==> src/rtl/core/fixed_point_affine_vertex_transform_top_defines.svh <==
// Assertion helpers for the affine vertex transform.
`ifndef FIXED_POINT_AFFINE_VERTEX_TRANSFORM_TOP_DEFINES_SVH
`define FIXED_POINT_AFFINE_VERTEX_TRANSFORM_TOP_DEFINES_SVH

// Consequent checked in the next cycle.
`define AVT_ASSERT_NEXT(label, ante, cons, msg) \
    label: assert property (@(posedge i_clk) disable iff (!i_rst_n) \
        (ante) |=> (cons)) else $error(msg);

// Consequent checked a fixed number of cycles later.
`define AVT_ASSERT_LAT(label, ante, n, cons, msg) \
    label: assert property (@(posedge i_clk) disable iff (!i_rst_n) \
        (ante) |-> ##n (cons)) else $error(msg);

`endif

==> src/rtl/core/avt_pkg.sv <==
`timescale 1ns / 1ps

package avt_pkg;

    localparam int unsigned COORD_W  = 32;
    localparam int unsigned WORD_W   = 16;
    localparam int unsigned SHIFT_W  = 4;
    localparam int unsigned CFG_W    = 64;
    localparam int unsigned IDX_W    = 3;
    localparam int unsigned PROD_W   = COORD_W + WORD_W;   // 48
    localparam int unsigned DOT_W    = PROD_W + 1;         // 49
    localparam int unsigned SUM_W    = 65;
    localparam int unsigned FRAC_SH  = 15;
    localparam int unsigned Q_FRAC   = 16;
    localparam int unsigned PIPE_LAT = 4;

    localparam logic signed [SUM_W-1:0] ROUND_HALF = SUM_W'(16'h8000 / 2);

    typedef enum logic [IDX_W-1:0] {
        REG_ROW_X       = 3'd0,
        REG_ROW_Y       = 3'd1,
        REG_ROW_Z       = 3'd2,
        REG_ROT_SHIFT   = 3'd3,
        REG_TRANS_SHIFT = 3'd4
    } t_reg_idx;

    // r0 in the lowest bits, translation in the highest
    typedef struct packed {
        logic signed [WORD_W-1:0] t;
        logic signed [WORD_W-1:0] r2;
        logic signed [WORD_W-1:0] r1;
        logic signed [WORD_W-1:0] r0;
    } t_row;

    typedef struct packed {
        t_row               row_x;
        t_row               row_y;
        t_row               row_z;
        logic [SHIFT_W-1:0] rot_shift;
        logic [SHIFT_W-1:0] trans_shift;
    } t_cfg;

endpackage

==> src/rtl/core/avt_cfg_regs.sv <==
`timescale 1ns / 1ps

module avt_cfg_regs
    import avt_pkg::*;
(
    input  logic             i_clk,
    input  logic             i_rst_n,
    input  logic             i_cfg_we,
    input  logic [IDX_W-1:0] i_cfg_idx,
    input  logic [CFG_W-1:0] i_cfg_data,
    output t_cfg             o_cfg
);

    t_cfg r_cfg;
    t_cfg n_cfg;

    always_comb begin
        n_cfg = r_cfg;
        if (i_cfg_we) begin
            unique case (t_reg_idx'(i_cfg_idx))
                REG_ROW_X:       n_cfg.row_x       = t_row'(i_cfg_data);
                REG_ROW_Y:       n_cfg.row_y       = t_row'(i_cfg_data);
                REG_ROW_Z:       n_cfg.row_z       = t_row'(i_cfg_data);
                REG_ROT_SHIFT:   n_cfg.rot_shift   = i_cfg_data[SHIFT_W-1:0];
                REG_TRANS_SHIFT: n_cfg.trans_shift = i_cfg_data[SHIFT_W-1:0];
                // drop writes to unmapped indices
                default:         n_cfg             = r_cfg;
            endcase
        end
    end

    always_ff @(posedge i_clk) begin
        if (!i_rst_n) begin
            r_cfg <= '0;
        end else begin
            r_cfg <= n_cfg;
        end
    end

    assign o_cfg = r_cfg;

endmodule

==> config.mk <==
export PLATFORM = sky130hd
export DESIGN_NAME = avt_cfg_regs
export DESIGN_NICKNAME = d
export VERILOG_FILES = /design/src/rtl/core/fixed_point_affine_vertex_transform_top_defines.svh /design/src/rtl/core/avt_pkg.sv /design/src/rtl/core/avt_cfg_regs.sv
export SDC_FILE = /design/constraint.sdc
export NUM_CORES = 1
export LEC_CHECK = 0
export ABC_AREA = 1
export BUFFER_PORTS_ARGS = -buffer_cell sky130_fd_sc_hd__buf_2
export CAP_MARGIN = 20
export CORE_MARGIN = 2
export CORE_UTILIZATION = 46
export DETAILED_ROUTE_END_ITERATION = 7
export GPL_TIMING_DRIVEN = 0
export PLACE_DENSITY = 0.82
export SLEW_MARGIN = 10
export SYNTH_ARGS = -nofsm -noshare
export SYNTH_HDL_FRONTEND = slang
export SYNTH_SLANG_ARGS = --single-unit
==> constraint.sdc <==
create_clock -name i_clk -period 0.93 [get_ports i_clk]
set_input_delay 0.186 -clock i_clk [delete_from_list [all_inputs] [get_ports i_clk]]
set_output_delay 0.186 -clock i_clk [all_outputs]
set_load 0.01 [all_outputs]
==> results by group <==
Timing
  – Setup-failing EPs final: 200
  – Pins over their slew limit: 0
  – Final clock period utilization by the worst path: 1.16
  – Minimum clock period: between 1 and 1.5 ns
  – RSZ-0062 raised after global routing: yes
  – Fin Clk Skew: 0 ns
  – Slew HR: 0.701
  – Max Fclk: 0.926 GHz
  – Final hold violations: 0
  – Setup ws final: -0.150 ns
  – Worst-Margin Slew: roughly 0.45 ns
  – Setup TNS: -24.83 ns

Pwr
  – PwrDens: approximately 1500 nW/um^2
  – Power share of the clock group: 0.369
  – Seq pwr share: 0.485
  – IR drop worst, VDD: roughly 1300 uV
  – Combinational Power Share: 0.147
  – Leak: between 0.005 and 0.006 uW
  – Switching portion of total power: 0.259
  – Total internal power: 14000 uW
  – P_sw: between 4000 and 5000 uW

Worst setup path
  – CP startpoint kind: register
  – Delay-heaviest family, CP: flip-flops
  – Kind of critical path: reg2out
  – Critical-path cell list: buf_6
  – Slowest stage delay, CP: between 0.3 and 0.4 ns
  – R2R depth: 4
  – Crit path buf inv count: 1
  – CP max-delay cell: dfxtp_2
  – CP required: between 0.7 and 0.8 ns
  – Crit end category: primary output
  – Critical Path AT: between 0.8 and 0.9 ns
  – Largest fanout on the critical path: 2
  – Stages on worst setup path: 1

Global routing
  – GRT Max-Usage Layer: met2
  – M3 GR Usage: 0.0752
  – Largest net degree at the start of global routing: 17
  – First-pass GRT wire length: just over 40000 um
  – GRT met1 Usage: 0.325
  – Met2 Use GR: 0.490
  – Vias in the first global route: approximately 8000
  – Overflow after GRT: 0
  – Initial antenna violation count: 1
  – GRT Overall Usage: 0.284

Clocking
  – CTS buffer count: 17
  – Clk_lat worst skew: 0.42 ns
  – CTS root buf: clkbuf_16
  – Longest Clk Path Bufs: 2
  – Clk sinks: 200
  – # hold bufs at CTS: 0
  – CTS tree: built
  – Worst-path clk slew: around 0.070 ns
  – CTS H-tree depth: 4

Synthesis
  – Synth cell types: 15
  – Syn_area_per_cell: around 7 sq um
  – Sequential fraction of the synthesis area: 0.493
  – Most used flip-flop cell after synthesis: dfxtp_1
  – Commonest cells post-synth: nor2_1 (397), nand2_1 (205), dfxtp_1 (200), nand3_1 (200), inv_1 (68)
  – Mapped Area: roughly 8100 sq um
  – Net Count, Synth: 1234
  – EDFF count, synth: 0
  – Ys Warns: 0
  – Synth area leaders: dfxtp_1 (49%), nor2_1 (18%), nand3_1 (12%)
  – Post-synth ARST share: 0
  – Dominant cell type by area after synthesis: dfxtp_1
  – Top-area cell type share of the netlist area: 0.493
  – Synthesized instance count: between 1000 and 1500
  – Most numerous cell in the Yosys netlist: nor2_1
  – Synth Register Bits: 200

Detailed routing
  – TritonRoute pass-1 iters: 5
  – Post-Route WL: between 20000 and 30000 um
  – Vias: 8768
  – DR WL/cell: ~16 um
  – DRT antenna net count: 0
  – Via density: 5.07
  – Iteration-0 DRC Markers: 477
  – Remaining DRCs: 0

Final layout
  – Area Overhead vs Synth: 51.6%
  – Seq. cell area: about 4300 sq um
  – Utilization after layout: 0.712
  – Final nets: between 1500 and 2000
  – Multi-input logic area: ~3400 sq um
  – Max FFs per register: 200
  – Layout fillers: 1250
  – Share of cells above drive strength 1: 0.406

Placed design
  – RePlAce Congestion: ~0.9
  – Dpl ws: -0.702 ns
  – Port-buffer cells: 268
  – Post-DP HPWL: approximately 18000 um

Floorplanning
  – Area of the core: 17300 sq um
  – IO Pins: 270
  – Initial Utilization: 0.469
  – Die width: 137 um
  – FP Rows: 48
  – Die Area: around 19000 sq um
  – Chip Height: about 140 um

Min path
  – Hold depth: 5
  – Class of the worst hold path: in2reg

Flow run
  – Max-Cap Viols: 0

Outcome
  – Failing checks: negative setup slack
  – Status: complete, but fails checks
## power by group through the flow
stage               combinational [uW]  sequential [uW]  clock, uW
CTS                               2590             9140       7020
global placement                  2130             9200          0
global route                      3010             9170       7330
floorplan                         1190             9340          0
detailed placement                2170             9210          0
finish                            2770             9150       6960
## cell families after synthesis
family | after synthesis | synth area share
simple gates | 810 | 0.411
flops | 200 | 0.493
buf+inv | 150 | 0.0935
compound gates | 4 | 0.00247
## worst paths after layout
kind                                              start                       to  slack [ns]
worst max register to register   o_cfg[45]$_SDFFE_PN0P_   o_cfg[45]$_SDFFE_PN0P_        0.08
worst max-delay path            o_cfg[144]$_SDFFE_PN0P_               o_cfg[144]       -0.15
worst min-delay path                     i_cfg_data[63]  o_cfg[135]$_SDFFE_PN0P_        0.10
worst min register to register  o_cfg[167]$_SDFFE_PN0P_  o_cfg[167]$_SDFFE_PN0P_        0.48
## layout make-up
type | count | area share
Inverter | 70 | 0.0213
Buffer | 79 | 0.0485
Timing Repair Buffer | 313 | 0.244
Sequential cell | 200 | 0.346
Multi-Input combinational cell | 814 | 0.274
Clock buffer | 22 | 0.0377
Antenna cell | 1 | 0.000203
Clock inverter | 7 | 0.00600
Tap cell | 225 | 0.0229
## placed cells by master (no fill, tap or decap), types with 3 or more instances in the layout
| cell | instances |
|---|---|
| nor2_1 | 397 |
| buf_6 | 226 |
| nand2_1 | 203 |
| nand3_1 | 200 |
| dfxtp_2 | 200 |
| buf_2 | 74 |
| inv_1 | 68 |
| buf_4 | 53 |
| clkbuf_16 | 18 |
| clkbuf_1 | 13 |
| buf_1 | 9 |
| clkbuf_4 | 8 |
| nor2_4 | 7 |
| clkbuf_2 | 6 |
| buf_12 | 5 |
| a21oi_1 | 4 |
| nand2_2 | 3 |
| clkinv_4 | 3 |
## metrics by stage
step           hold slack [ns]  area [sq um]  std cells  total power [uW]
2_1_floorplan            0.428          8140       1164             10500
3_3_place_gp             0.456          9760       1657             11300
3_5_place_dp             0.465          9760       1657             11400
4_1_cts                  0.104         12100       1714             18800
5_1_grt                  0.147         12300       1731             19500
6_report                 0.103         12300       1731             18900
## routing by layer
layer  wire length [um]  up-vias
met5                  0        -
met4               1130        0
met3               2290       84
met2              13800      419
met1              10700     4009
li1                   -     4256
## worst min-delay path, delay by kind of cell
kind	cells	cell delay, ns
buf+inv	2	0.12
simple gates	3	0.18
## repair_timing
item                                    CTS  global route
endpoints found under the setup margin  400           353
gates cloned                              0             1
pin swaps                                 6             2
resized for setup                       412            46
setup buffers                            28            16
Note: power is estimated with default switching activity, not from simulation.
