File: config.mk
export PLATFORM = sky130hd
export DESIGN_NAME = avt_row_unit
export DESIGN_NICKNAME = d
export VERILOG_FILES = /design/src/rtl/core/avt_pkg.sv /design/src/rtl/core/avt_row_unit.sv
export VERILOG_INCLUDE_DIRS = /design/src /design/src/rtl/core
export SDC_FILE = /design/constraint.sdc
export NUM_CORES = 2
export LEC_CHECK = 0
export BUFFER_PORTS_ARGS = -buffer_cell sky130_fd_sc_hd__clkbuf_2
export CORE_MARGIN = 2
export CORE_UTILIZATION = 34
export DETAILED_ROUTE_END_ITERATION = 10
export PLACE_DENSITY = 0.49
export SYNTH_ARGS = -nofsm -noshare
export SYNTH_HDL_FRONTEND = slang
export SYNTH_SLANG_ARGS = --single-unit
File: constraint.sdc
create_clock -name i_clk -period 10.2 [get_ports i_clk]
set_clock_uncertainty 0.1 [all_clocks]
set_input_delay 1.53 -clock i_clk [delete_from_list [all_inputs] [get_ports i_clk]]
set_output_delay 1.53 -clock i_clk [all_outputs]
set_load 0.01 [all_outputs]
File: src/rtl/core/fixed_point_affine_vertex_transform_top_defines.svh
// Assertion helpers for the affine vertex transform.
`ifndef FIXED_POINT_AFFINE_VERTEX_TRANSFORM_TOP_DEFINES_SVH
`define FIXED_POINT_AFFINE_VERTEX_TRANSFORM_TOP_DEFINES_SVH

// Consequent checked in the next cycle.
`define AVT_ASSERT_NEXT(label, ante, cons, msg) \
    label: assert property (@(posedge i_clk) disable iff (!i_rst_n) \
        (ante) |=> (cons)) else $error(msg);

// Consequent checked a fixed number of cycles later.
`define AVT_ASSERT_LAT(label, ante, n, cons, msg) \
    label: assert property (@(posedge i_clk) disable iff (!i_rst_n) \
        (ante) |-> ##n (cons)) else $error(msg);

`endif

File: src/rtl/core/avt_pkg.sv
`timescale 1ns / 1ps

package avt_pkg;

    localparam int unsigned COORD_W  = 32;
    localparam int unsigned WORD_W   = 16;
    localparam int unsigned SHIFT_W  = 4;
    localparam int unsigned CFG_W    = 64;
    localparam int unsigned IDX_W    = 3;
    localparam int unsigned PROD_W   = COORD_W + WORD_W;   // 48
    localparam int unsigned DOT_W    = PROD_W + 1;         // 49
    localparam int unsigned SUM_W    = 65;
    localparam int unsigned FRAC_SH  = 15;
    localparam int unsigned Q_FRAC   = 16;
    localparam int unsigned PIPE_LAT = 4;

    localparam logic signed [SUM_W-1:0] ROUND_HALF = SUM_W'(16'h8000 / 2);

    typedef enum logic [IDX_W-1:0] {
        REG_ROW_X       = 3'd0,
        REG_ROW_Y       = 3'd1,
        REG_ROW_Z       = 3'd2,
        REG_ROT_SHIFT   = 3'd3,
        REG_TRANS_SHIFT = 3'd4
    } t_reg_idx;

    // r0 in the lowest bits, translation in the highest
    typedef struct packed {
        logic signed [WORD_W-1:0] t;
        logic signed [WORD_W-1:0] r2;
        logic signed [WORD_W-1:0] r1;
        logic signed [WORD_W-1:0] r0;
    } t_row;

    typedef struct packed {
        t_row               row_x;
        t_row               row_y;
        t_row               row_z;
        logic [SHIFT_W-1:0] rot_shift;
        logic [SHIFT_W-1:0] trans_shift;
    } t_cfg;

endpackage

File: src/rtl/core/avt_row_unit.sv
`timescale 1ns / 1ps

`include "fixed_point_affine_vertex_transform_top_defines.svh"

module avt_row_unit
    import avt_pkg::*;
(
    input  logic                      i_clk,
    input  logic                      i_rst_n,
    input  logic signed [COORD_W-1:0] i_px,
    input  logic signed [COORD_W-1:0] i_py,
    input  logic signed [COORD_W-1:0] i_pz,
    input  t_row                      i_row,
    input  logic        [SHIFT_W-1:0] i_rot_shift,
    input  logic        [SHIFT_W-1:0] i_trans_shift,
    output logic signed [COORD_W-1:0] o_coord
);

    localparam int unsigned Q_W = SUM_W - FRAC_SH;

    logic signed [PROD_W-1:0]  r_p0, r_p1, r_p2;
    logic signed [PROD_W-1:0]  n_p0, n_p1, n_p2;
    logic signed [DOT_W-1:0]   r_dot;
    logic signed [DOT_W-1:0]   n_dot;
    logic signed [COORD_W-1:0] r_coord;
    logic signed [COORD_W-1:0] n_coord;

    logic signed [SUM_W-1:0]   scaled_dot;
    logic signed [SUM_W-1:0]   scaled_trn;
    logic signed [SUM_W-1:0]   sum;
    logic        [SHIFT_W:0]   trn_amt;
    logic signed [Q_W-1:0]     quot;

    // stage 1: products
    assign n_p0 = PROD_W'(i_px) * PROD_W'($signed(i_row.r0));
    assign n_p1 = PROD_W'(i_py) * PROD_W'($signed(i_row.r1));
    assign n_p2 = PROD_W'(i_pz) * PROD_W'($signed(i_row.r2));

    // stage 2: dot product
    assign n_dot = DOT_W'(r_p0) + DOT_W'(r_p1) + DOT_W'(r_p2);

    // stage 3: scale, add translation, round half up, saturate
    assign trn_amt    = {1'b0, i_trans_shift} + (SHIFT_W + 1)'(Q_FRAC);
    assign scaled_dot = SUM_W'(r_dot) <<< i_rot_shift;
    assign scaled_trn = SUM_W'($signed(i_row.t)) <<< trn_amt;
    assign sum        = scaled_dot + scaled_trn + ROUND_HALF;
    assign quot       = sum[SUM_W-1:FRAC_SH];

    always_comb begin
        if (quot[Q_W-1:COORD_W-1] == '0 || quot[Q_W-1:COORD_W-1] == '1) begin
            n_coord = quot[COORD_W-1:0];
        end else if (quot[Q_W-1]) begin
            n_coord = {1'b1, {(COORD_W-1){1'b0}}};
        end else begin
            n_coord = {1'b0, {(COORD_W-1){1'b1}}};
        end
    end

    always_ff @(posedge i_clk) begin
        r_p0    <= n_p0;
        r_p1    <= n_p1;
        r_p2    <= n_p2;
        r_dot   <= n_dot;
        r_coord <= n_coord;
    end

    assign o_coord = r_coord;

    `AVT_ASSERT_NEXT(a_sign_pos, !sum[SUM_W-1], !r_coord[COORD_W-1], "non-negative sum gave negative coord")
    `AVT_ASSERT_NEXT(a_sign_neg, sum[SUM_W-1], r_coord[COORD_W-1], "negative sum gave non-negative coord")

endmodule

==> results.md <==
* Crit Path Max Fanout at 32
* CP most frequent cell: fa_1
* Vias at 49100
* DRT Wirelength at 186000 um
* Mux cell area share after synthesis at 3.07%
* HP Start: r_p0[0]
* Max Slew Vio Count at 0
* Synth top area cells: fa_1 45%, inv_1 9.4%, ha_1 9.0%
* Final Hold Violating Endpoints at 0
* Vias in the first global route at 53800
* Post_cts resized at 0
* CTS clk-pin slew, worst paths at 0.08 ns
* Layout area overhead at 6.05%
* Grt total ovfl at 0
* Fin crit period at 8.53 ns
* Die W at 451 um
* Post-Syn Area at 0.0678 mm^2
* R2r worst-path depth at 16
* # rows at 163
* CTS sink cnt at 225
* Synth Instances at 7504
* MaxCap Viol Count at 0
* Worst skew pair latency at 0.57 ns
* FF-to-FF setup slack at 4.50 ns
* Worst path slowest cell: clkbuf_2
* CP required at 10.54 ns
* Compound-cell area share of the yosys netlist at 7.67%
* CTS H-tree lvls at 1
* Worst Hold Depth at 3
* Distinct cells, synth at 81
* CTS Hold Bufs at 0
* Num CTS Buffers at 25
* Worst Hold Class: register to register
* R2r startpoint: r_dot[14]
* RSZ-0062 raised after global routing: no
* Drt pass-1 iters at 5
* Ys Warns at 0
* I/O pin total at 202
* Gpl congestion at 0.866
* I/O Buffers at 200
* FF+latch count, synth at 225
* Synth Area per Inst at 9.03 um^2
* Die Span Y at 451 um
* Total GRT Usage at 18.8%
* Largest net degree at the start of global routing at 38
* Number of remaining DRC errors at 0
* Startpoint Class: primary input
* Initial Util at 34.3%
* Vias per cell at 4.86
* Sequential area share after synthesis at 6.65%
* Status: complete, no violations
* Synthesized-area fraction occupied by adder cells at 53.5%
* Setup violators final at 0
* Fmax at 0.117 GHz
* Number of synthesized flops with an enable pin at 0
* TNS Setup at 0 ns
* Synth Area in XOR/XNOR at 3.11%
* Synth Area in Simple Gates at 14.8%
* CTS tree: yes
* Syn nets at 9667
* Worst setup EP type: register
* Antenna violations before repair at 10
* Share of layout cells above drive strength 1 at 5.22%
* Setup CP Type: primary input to register
* Critical Path AT at 8.88 ns
* Yosys top cell area share at 44.5%
* Worst-Margin Slew at 1.03 ns
* First DRT Iteration DRCs at 2455
* Synth Flop Type: dfxtp_1
* Setup Buffers After CTS at 0
* Global-route wire length before repair at 303000 um
* Max_slew headroom at 31.6%
* WL/cell at 18.5 um
* Period Utilization, post-route at 83.7%
* Antenna Nets Post-Route at 0
* Area leader, netlist: fa_1
* Largest stage delay on the critical path at 0.73 ns
* Core area at 0.198 mm^2
* Reg2reg end: o_coord[5]
* Largest family of logic cells by synthesized area: adder cells
* Clock buffer depth at 3
* Post-DP HPWL at 152000 um
* Die area at 0.203 mm^2
* Async S/R FF share, synth at 0%
* Root Buffer Master: clkbuf_16
* Fillers at 20500
* Nets at 9603
* Hold EP: r_dot[0]
## cell usage after synthesis, types with 6 or more instances
| cell type | instances |
|---|---|
| dfxtp_1 | 225 |
| nor2b_1 | 26 |
| buf_1 | 13 |
| or3_1 | 9 |
| mux4_2 | 49 |
| xor2_1 | 91 |
| nand4_1 | 34 |
| a221oi_1 | 9 |
| xnor2_1 | 150 |
| a21oi_2 | 31 |
| and4_1 | 6 |
| a21oi_1 | 258 |
| a211oi_1 | 24 |
| nor4_1 | 11 |
| o21a_1 | 36 |
| a21o_1 | 131 |
| nor3_1 | 38 |
| o211ai_1 | 9 |
| and3_1 | 24 |
| buf_2 | 7 |
| o21ai_0 | 116 |
| mux2i_1 | 83 |
| o21bai_1 | 35 |
| a31oi_1 | 23 |
| a211o_1 | 7 |
| nand2b_1 | 39 |
| clkbuf_1 | 286 |
| buf_6 | 6 |
| fa_1 | 1507 |
| a31o_2 | 8 |
| nor2_1 | 239 |
| or2_2 | 6 |
| o21ai_1 | 9 |
| nand3b_1 | 6 |
| mux2_2 | 12 |
| nand3_1 | 48 |
| ha_1 | 486 |
| o31ai_1 | 23 |
| inv_1 | 1701 |
| and2_1 | 628 |
| nand2_1 | 971 |
## flip-flops by register name, summed over array words and instances (netlist names)
signal   count
o_coord     32
r_p1        48
r_dot       49
r_p0        48
r_p2        48
## cell usage in the layout, fill, tap and decap left out, types with 91 or more instances in the layout
cell and count:
a21o_1 131, clkbuf_2 198, fa_1 1507, and2_1 628, nand2_1 971, xor2_1 91
o21ai_0 116, xnor2_1 150, inv_1 1701, nor2_1 239, a21oi_1 258, ha_1 486
dfxtp_1 225
## stage by stage
stage               setup slack (ns)  cell area [um^2]  hold slack (ns)  utilization (%)  cells
floorplan                       2.45             67800            0.449                -   7504
global placement                1.05             71000            0.495             35.9  10100
detailed placement              1.06             71000            0.491             35.9  10100
CTS                             1.62             71900            0.500             36.3  10100
global route                    1.23             71900            0.547             36.3  10100
finish                          1.67             71900            0.494             36.3  10100
## routing by layer
metal	vias up	global-route usage [%]	wire length, um
met2	1042	32.7	91600
met4	0	3.18	3350
met5	-	0	0
met3	201	1.76	7620
li1	22500	-	-
met1	25400	25.7	83900
## final cells by class
type	count	area (um^2)	share of cell area, %
multi-input combinational	5263	55700	77.4
inverter	1704	6400	8.90
sequential	225	4500	6.27
tap	2640	3300	4.59
timing repair buffer	221	1160	1.61
clock buffer	29	681	0.947
clock inverter	16	164	0.228
antenna	4	10.0	0.0139
## cell families after synthesis
kind of cell	count (synthesis)
AOI/OAI and AO/OA	790
xor gates and xnor gates	241
adders and majority gates	1993
buffers and inverters	2016
DFF	225
muxes	145
and+or+nand+nor	2094
## critical path, delay by kind of cell
family                   cells  cell delay (ns)
multiplexers                 1             0.20
AND/OR/NAND/NOR              3             0.34
AO/OA/AOI/OAI                8             2.38
adder cells (fa/ha/maj)      7             3.41
buffers and inverters        6             1.00
## worst max-delay path by stage
stage / cells after the start / slack (ns) / startpoint / to
after floorplan: 25 / 2.45 / i_row[39] / r_p2[47]
after global placement: 24 / 1.05 / i_row[4] / r_p0[46]
after detailed placement: 24 / 1.06 / i_row[4] / r_p0[46]
after CTS: 24 / 1.62 / i_row[4] / r_p0[46]
after global routing: 25 / 1.23 / i_row[8] / r_p0[47]
final: 25 / 1.67 / i_row[8] / r_p0[47]
Power is left out: the tool's default activity adds up to more than one toggle a clock period on the data nets, which glitch-free logic cannot reach.
